[config.mk]
export PLATFORM = sky130hd
export DESIGN_NAME = sdet_ram
export DESIGN_NICKNAME = d
export VERILOG_FILES = /design/src/rtl/core/sdet_ram.sv
export SDC_FILE = /design/constraint.sdc
export NUM_CORES = 1
export LEC_CHECK = 0
export BUFFER_PORTS_ARGS = -buffer_cell sky130_fd_sc_hd__clkbuf_2
export CORE_MARGIN = 10
export CORE_UTILIZATION = 30
export CTS_BUF_LIST = sky130_fd_sc_hd__clkbuf_2
export DETAILED_ROUTE_END_ITERATION = 10
export PLACE_DENSITY = 0.5
export SKIP_LAST_GASP = 1
export SYNTH_ARGS = -nofsm -noshare
export SYNTH_HDL_FRONTEND = slang
export SYNTH_SLANG_ARGS = --single-unit
[constraint.sdc]
create_clock -name clk -period 3.41 [get_ports clk]
set_input_delay 0.341 -clock clk [delete_from_list [all_inputs] [get_ports clk]]
set_output_delay 0.341 -clock clk [all_outputs]
set_load 0.02 [all_outputs]
[src/rtl/core/sdet_ram.sv]
// Generic single write port, single read port RAM with registered read data.
// No dependencies.
`default_nettype none
module sdet_ram #(
    parameter int WIDTH = 8,
    parameter int DEPTH = 16
) (
    input  wire                      clk,
    input  wire                      we,
    input  wire [$clog2(DEPTH)-1:0]  waddr,
    input  wire [WIDTH-1:0]          wdata,
    input  wire [$clog2(DEPTH)-1:0]  raddr,
    output logic [WIDTH-1:0]         rdata
);
    logic [WIDTH-1:0] mem [DEPTH];

    always_ff @(posedge clk)
    begin
        if (we)
        begin
            mem[waddr] <= wdata;
        end
        rdata <= mem[raddr];
    end
endmodule
`default_nettype wire

# [Word-level counts from Yosys, hierarchy flattened]
# Memory sizes are Yosys's and may differ from the RTL's. A register that Yosys moved wholly into a read port is not among the register bits.
# Cells that the tools add are included.
[word_totals] ram_bits=128 output_inout_bits=8 elab_cells=3 input_bits=18 reg_bits=0 memories=1
[mem_list] memory="mem" words=16 word_bits=8 read_ports=1 rd_clocked_by_memory_dff=1 write_ports=1 line="15" text="logic [WIDTH-1:0] mem [DEPTH];"
[op_classes] n_mux=2
[ops] op="1-bit 2-to-1 mux" n=2

# [Depth between registers and ports, before layout]
# Gate-level depths: netlist of the first run.
[logic_depth] depth_word=2 mapped_depth=5

# [Least setup slack after synthesis of the first run]
# No wires, ideal clock.
[synth_path] path_type="input -> register" startpoint="input waddr[2]" endpoint="memory mem[0][0] (enable)" slack_ps=1576 t_arrival_ps=1451 setup_time_ps=383 stages=2 required_time_ps=3027 path_cell_list="or3b_2 nor3_1"
[synth_lines] item="start, declared" line="10" text="input wire [$clog2(DEPTH)-1:0] waddr,"
[synth_lines] item="end, declared" line="15"
# Straight into the memory's write port.

# [Worst setup path in the final report of the first run]
[layout_path] startpoint="register rdata[6] (read register of mem)" endpoint="output rdata[6]"
[layout_lines] item="start, declared" line="13" text="output logic [WIDTH-1:0] rdata"
# No word-level cell between the ends.

==> results of run 1 <==
==> cell families (layout without fill, tap and decap cells) <==
family          count (synthesis)  after routing  share of synthesized area [%]
buf+inv                        10             67                          1.677
simple gates                   35             35                          3.184
mux                            32             32                          15.02
compound gates                 16             16                          2.334
flops                         136            136                          77.78
==> state kept, by name, indices dropped and copies added, names as in the netlist <==
name	cells
mem	128
rdata	8
==> power by group <==
group          leakage [µW]  switching, µW  total [µW]  internal (µW)
clock network      0.000140            549         878            329
logic              0.000521            112         183           71.6
registers           0.00122           9.09        1880           1870
total               0.00188            669        2940           2270
==> how the worst max path moves through the flow <==
stage	endpoint	slack (ns)	from
3_3_place_gp	rdata[2]	1.09	raddr[0]
6_report	rdata[6]	1.84	rdata[6]
3_5_place_dp	rdata[5]	1.08	raddr[0]
4_1_cts	rdata[6]	1.75	rdata[6]
2_1_floorplan	mem[0][0]	1.58	waddr[2]
5_1_grt	rdata[6]	1.71	rdata[6]
==> layout by cell type (no fill, tap or decap), drive strengths merged, types with 2 or more instances in the layout <==
master | Yosys | layout
a22oi | 16 | 16
buf | 7 | 5
bufinv | 0 | 2
clkbuf | 0 | 45
clkinv | 0 | 9
dfxtp | 8 | 8
dlygate4sd3 | 0 | 5
edfxtp | 128 | 128
mux4 | 32 | 32
nand2 | 9 | 9
nand2b | 2 | 2
nand3b | 2 | 2
nor2 | 13 | 13
nor3 | 4 | 4
==> cell type report <==
| type | instances | area, µm² |
|---|---|---|
| Sequential cell | 136 | 4004 |
| Clock inverter | 12 | 108.9 |
| Clock buffer | 20 | 100.1 |
| Multi-Input combinational cell | 83 | 1057 |
| Fill cell | 1618 | 10940 |
| Tap cell | 220 | 275.3 |
| Timing Repair Buffer | 35 | 212.7 |
==> timing repair <==
action	CTS	global route
endpoints found under the hold margin	27	6
hold buffers	4	1
endpoints found under the setup margin	0	0
==> metal layers <==
| metal | GRT usage, % | vias up | wire length, µm |
|---|---|---|---|
| li1 | - | 1061 | - |
| met1 | 12.92 | 1238 | 4766 |
| met2 | 14.42 | 85 | 4822 |
| met3 | 3.550 | 11 | 631 |
| met4 | 3.465 | 0 | 120 |
| met5 | 0 | - | 0 |
==> through the flow <==
| step | total power (µW) | hold slack (ns) |
|---|---|---|
| global route | 3072 | 0.02150 |
| detailed placement | 2097 | 0.6627 |
| global placement | 2093 | 0.6557 |
| floorplan | 2020 | 0.4399 |
| finish | 2937 | 0.09984 |
| CTS | 2969 | 0.003360 |
==> summary.txt, run 1 <==
Synth
  • Unique masters post-synth: 19
  • Synth top area share: roughly three quarters
  • Mean post-synth cell area: 22.48 µm²
  • Synth Net Count: about 250
  • YS warnings: 0
  • Seq/Total Area, Yosys: between 70% and 80%
  • Post-synth design cell area: around 5000 µm²
  • Fraction of registers with async set/reset: 0%
  • EDFF count, synth: roughly 130
  • Top area cells in the synthesized netlist: edfxtp_1 (75%), mux4_2 (7.9%), mux4_1 (7.1%), dfxtp_1 (3.1%), a22oi_1 (2.3%)
  • Top cell type by total area after synthesis: edfxtp_1
  • Most common cell in the netlist: edfxtp_1
  • Yosys reg bits: 136
  • Most used DFF post-synth: edfxtp_1
  • Synth Instances: between 200 and 250
  • Commonest cells in the netlist: edfxtp_1 (128), mux4_2 (18), a22oi_1 (16)

Layout
  • Non-Filler Cell Area, Final: 5758 µm²
  • # nets final: roughly 290
  • Util after Layout: around a third
  • Non-Filler Instances: just over 500
  • Antenna Diode Count: 0
  • Layout cells sized above 1: between 20% and 30%
  • Syn-to-layout area delta: 11.86%

STA
  • Fmax: ~0.64 GHz
  • Setup TNS: 0 ns
  • Slew HR: 29.65%
  • Final Critical Period: approximately 1.6 ns
  • Slew @ Worst Pin: around 1.1 ns
  • Fin crit share: between 40 and 50%
  • Worst Skew: roughly 0.023 ns
  • Final hold viol count: 0
  • PnR worst setup slack: ~1.8 ns
  • Final Setup Violations: 0
  • Final max-slew violation count: 0
  • RSZ-0062 raised after global routing: no

Clock tree
  • Postcts setup bufs: 0
  • Clk buf depth: 2
  • Clk sinks: between 100 and 150
  • Worst skew pair latency: 0.69 ns
  • Clk slew on worst S/H paths: between 0.15 and 0.2 ns
  • PostCTS Resize Cnt: 0
  • H-tree lvl count: 4
  • CTS tree: yes
  • Cts bufs inserted: 17
  • CTS root buf: clkbuf_2

Worst setup path
  • CP Buf/Inv Count: 1
  • Crit path largest cell delay: roughly 0.37 ns
  • Crit. End Element: primary output
  • CP cell instances: clkbuf_2
  • Critical path depth: 1
  • Worst r2r src: mem[2][3]
  • Family with the most delay on the worst path: flip-flops
  • Crit-path slowest cell: dfxtp_1
  • WP data arrival: about 1.2 ns
  • Kind of critical path: reg2out
  • CP Max Fanout: 1
  • R2R cell count: 3
  • Required time of the critical path: 3.07 ns
  • Startpoint types: register
  • Reg-to-reg slack, setup: a little under 2 ns
  • Critical R2R Capture: rdata[3]

Routing
  • Total iterations of the first detailed-routing run: 4
  • # DRC: 0
  • WL final: 10,340 µm
  • Total number of vias: 2,395
  • Drt wl/cell: slightly above 20 µm
  • DR vias/cell: between 4 and 5
  • Initial detailed-routing violation count: about 180
  • ANT nets after route: 0

Floorplanning
  • Site Rows: 47
  • Initial Util: between 30% and 40%
  • Die width: ~150 µm
  • Core area: 16,700 µm²
  • Die area: 22,800 µm²
  • I/O Pins: 26
  • Die Height: ~150 µm

Power and ir drop
  • Power per cell area: about 510 nW/µm²
  • VDD IR max: approximately 180 µV
  • Leak pwr: about 0.0019 µW

Global route
  • GRT Resource Usage Total: roughly a tenth
  • Grt ovf: 0
  • Largest net degree at the start of global routing: 33
  • Vias in the first global route: between 2,000 and 3,000
  • First-pass GRT wire length: between 15,000 and 20,000 µm
  • Initial antenna violation count: 0

Run
  • Max_cap viols: 0

Placement
  • Pre-CTS WS: roughly 1.1 ns
  • RePlAce Congestion: 0.7286
  • Hpwl dp: ~6500 µm
  • PortBufs: 25
  • Placed cells: 469
  • Dpl cell area: 5499 µm²

Status
  • Status: completed

Min path
  • Worst hold path class: in2reg
  • Worst hold stages: 1
  • Worst hold path startpoint: wdata[5]
  • Hold path endpoint: mem[0][5]
Power figures use the tool's default switching activity.
==> run 2, diff against run 1 <==
clock period = 1.5 ns   (was 3.41 ns; I/O delays follow)
==> summary.txt, run 2 (synthesized netlist as in run 1, its figures left out) <==
Worst setup path
  • Required time of the critical path: 1.88 ns (-1.19 ns)
  • Kind of critical path: in2reg
  • Worst r2r src: mem[1][3]
  • Crit. End Element: register
  • CP Max Fanout: 8 (+7)
  • Most used cell along the critical path: dlygate4sd3_1
  • Crit-path slowest cell: dlygate4sd3_1
  • Startpoint types: input pin
  • WP data arrival: 1.77 ns (+0.54 ns)
  • Reg-to-reg slack, setup: 0.11 ns (-1.87 ns)
  • Worst setup path startpoint: waddr[1]
  • CP cell instances: dlygate4sd3_1 -> clkbuf_2 -> nor3_2 -> dlygate4sd3_1 -> buf_12
  • Crit path largest cell delay: 0.61 ns (+0.24 ns)

Global route
  • Grt ovf: 0 (unchanged)
  • First-pass GRT wire length: 16,790 µm (+6.4%)
  • Vias in the first global route: 2,678 (+4.7%)
  • GRT Resource Usage Total: 10.38% (+0.64 points)
  • Largest net degree at the start of global routing: 19 (-42%)
  • Initial antenna violation count: 0 (unchanged)

Clock tree
  • CTS tree: yes
  • CTS root buf: clkbuf_2
  • Clk slew on worst S/H paths: 0.18 ns (about the same)
  • H-tree lvl count: 4 (unchanged)
  • Cts bufs inserted: 17 (unchanged)
  • Postcts setup bufs: 0 (unchanged)
  • Clk buf depth: 2 (unchanged)
  • Worst skew pair latency: 0.64 ns (-0.05 ns)
  • Clk sinks: 136 (unchanged)

Floorplanning
  • Die width: 151.0 µm (unchanged)
  • Die Height: 151.0 µm (unchanged)
  • Die area: 22,800 µm² (unchanged)
  • Core area: 16,700 µm² (unchanged)
  • Initial Util: 30.82% (unchanged)
  • I/O Pins: 26 (unchanged)
  • Site Rows: 47 (unchanged)

Routing
  • Drt wl/cell: 21.05 µm (+3.0%)
  • Initial detailed-routing violation count: 171 (-2.8%)
  • ANT nets after route: 0 (unchanged)
  • DR vias/cell: 4.699 (-0.71%)
  • Total number of vias: 2,486 (+3.8%)
  • WL final: 11,130 µm (+7.7%)
  • # DRC: 0 (unchanged)
  • Total iterations of the first detailed-routing run: 4 (unchanged)

Layout
  • Non-Filler Cell Area, Final: 6080 µm² (+5.6%)
  • Most common cell after layout, fill and taps aside: edfxtp_1
  • Most frequent cells in the layout: edfxtp_1 (128), clkbuf_2 (42), mux4_2 (18)
  • Syn-to-layout area delta: 18.11%
  • Top Registers: mem x128, rdata x8
  • Layout cells sized above 1: 32.04% (+4.8 points)
  • Most flops, register: mem
  • Util after Layout: 36.40% (+1.9 points)
  • Antenna Diode Count: 0 (unchanged)
  • Max reg flops: 128 (unchanged)
  • # nets final: 314 (+7.9%)

Placement
  • RePlAce Congestion: 0.7061 (-3.1%)
  • PortBufs: 25 (unchanged)
  • Pre-CTS WS: -0.1501 ns (-1.229 ns)
  • Dpl cell area: 5694 µm² (+3.5%)
  • Hpwl dp: 7155 µm (+9.3%)

STA
  • PnR worst setup slack: 0.1110 ns (-1.731 ns)
  • Fmax: 0.7199 GHz
  • Setup TNS: 0 ns (unchanged)
  • Final Setup Violations: 0 (unchanged)
  • Worst Skew: 0.01374 ns (-0.009234 ns)
  • Slew HR: 35.80% (+6.1 points)
  • Final hold viol count: 0 (unchanged)
  • RSZ-0062 raised after global routing: no
  • Final Critical Period: 1.389 ns
  • Final max-slew violation count: 0 (unchanged)
  • Fin crit share: about 93%
  • Slew @ Worst Pin: 0.9594 ns (-0.09188 ns)

Power and ir drop
  • Leak pwr: 0.002029 µW (+7.7%)
  • Tot Pwr: 7075 µW (+140%)
  • Power per cell area: 1164 nW/µm² (+130%)
  • VDD IR max: 406.8 µV (+120%)

Status
  • Status: completed

Min path
  • Worst hold path startpoint: raddr[2]
  • Worst hold path class: in2reg

Run
  • Max_cap viols: 0 (unchanged)
-- run 2: cell types whose count changed in the layout (fill, tap and decap cells not counted), moves of 3 or more --
| cell | delta |
|---|---|
| dfxtp_1 | -3 |
| clkinv_2 | -3 |
| buf_4 | +12 |
| buf_12 | +5 |
| clkbuf_2 | -3 |
| dlygate4sd3_1 | +6 |
| clkinvlp_4 | +4 |
-- run 2: routing by layer --
| metal | vias to the layer above | part of all wire (%) | GRT usage (%) |
|---|---|---|---|
| li1 | 1108 | - | - |
| met1 | 1316 | 45 | 13.84 |
| met2 | 55 | 47 | 15.43 |
| met3 | 7 | 6.4 | 3.520 |
| met4 | 0 | 0.93 | 3.754 |
| met5 | - | 0 | 0 |
-- run 2: path summary, 6_finish.rpt --
check	cells past startpoint	to
setup / recovery	5	mem[0][4]
hold / removal	4	rdata[1]
setup reg to reg	3	rdata[3]
hold reg to reg	3	rdata[1]
-- run 2: metrics by stage --
stage / hold slack [ns] / std cells
2_1_floorplan: 0.2489 / 229
3_3_place_gp: 0.5501 / 486
3_5_place_dp: 0.5827 / 486
4_1_cts: 0.001271 / 528
5_1_grt: 0.03957 / 529
6_report: 0.1162 / 529
-- run 2: critical path: cells and delay by family --
family | cells | cell delay (ns)
simple gates | 1 | 0.17
buf+inv | 4 | 1.44
-- run 2: timing repair --
item	4_1_cts	5_1_grt
hold buffers	10	1
hold endpoints to repair	138	3
endpoints found under the setup margin	1	3
gates resized for setup	1	3
-- run 2: power by group --
part           switching (µW)  total, µW  internal [µW]
Combinational             259        459            201
Sequential               28.1       4270           4240
Clock                    1280       2340           1060
-- run 2: area by class of cell --
cell class	instances	area, µm²
Clock buffer	17	85.08
Timing Repair Buffer	58	462.9
Clock inverter	15	183.9
Multi-Input combinational cell	83	1062
Sequential cell	136	4010
Fill cell	1552	10620
Tap cell	220	275.3
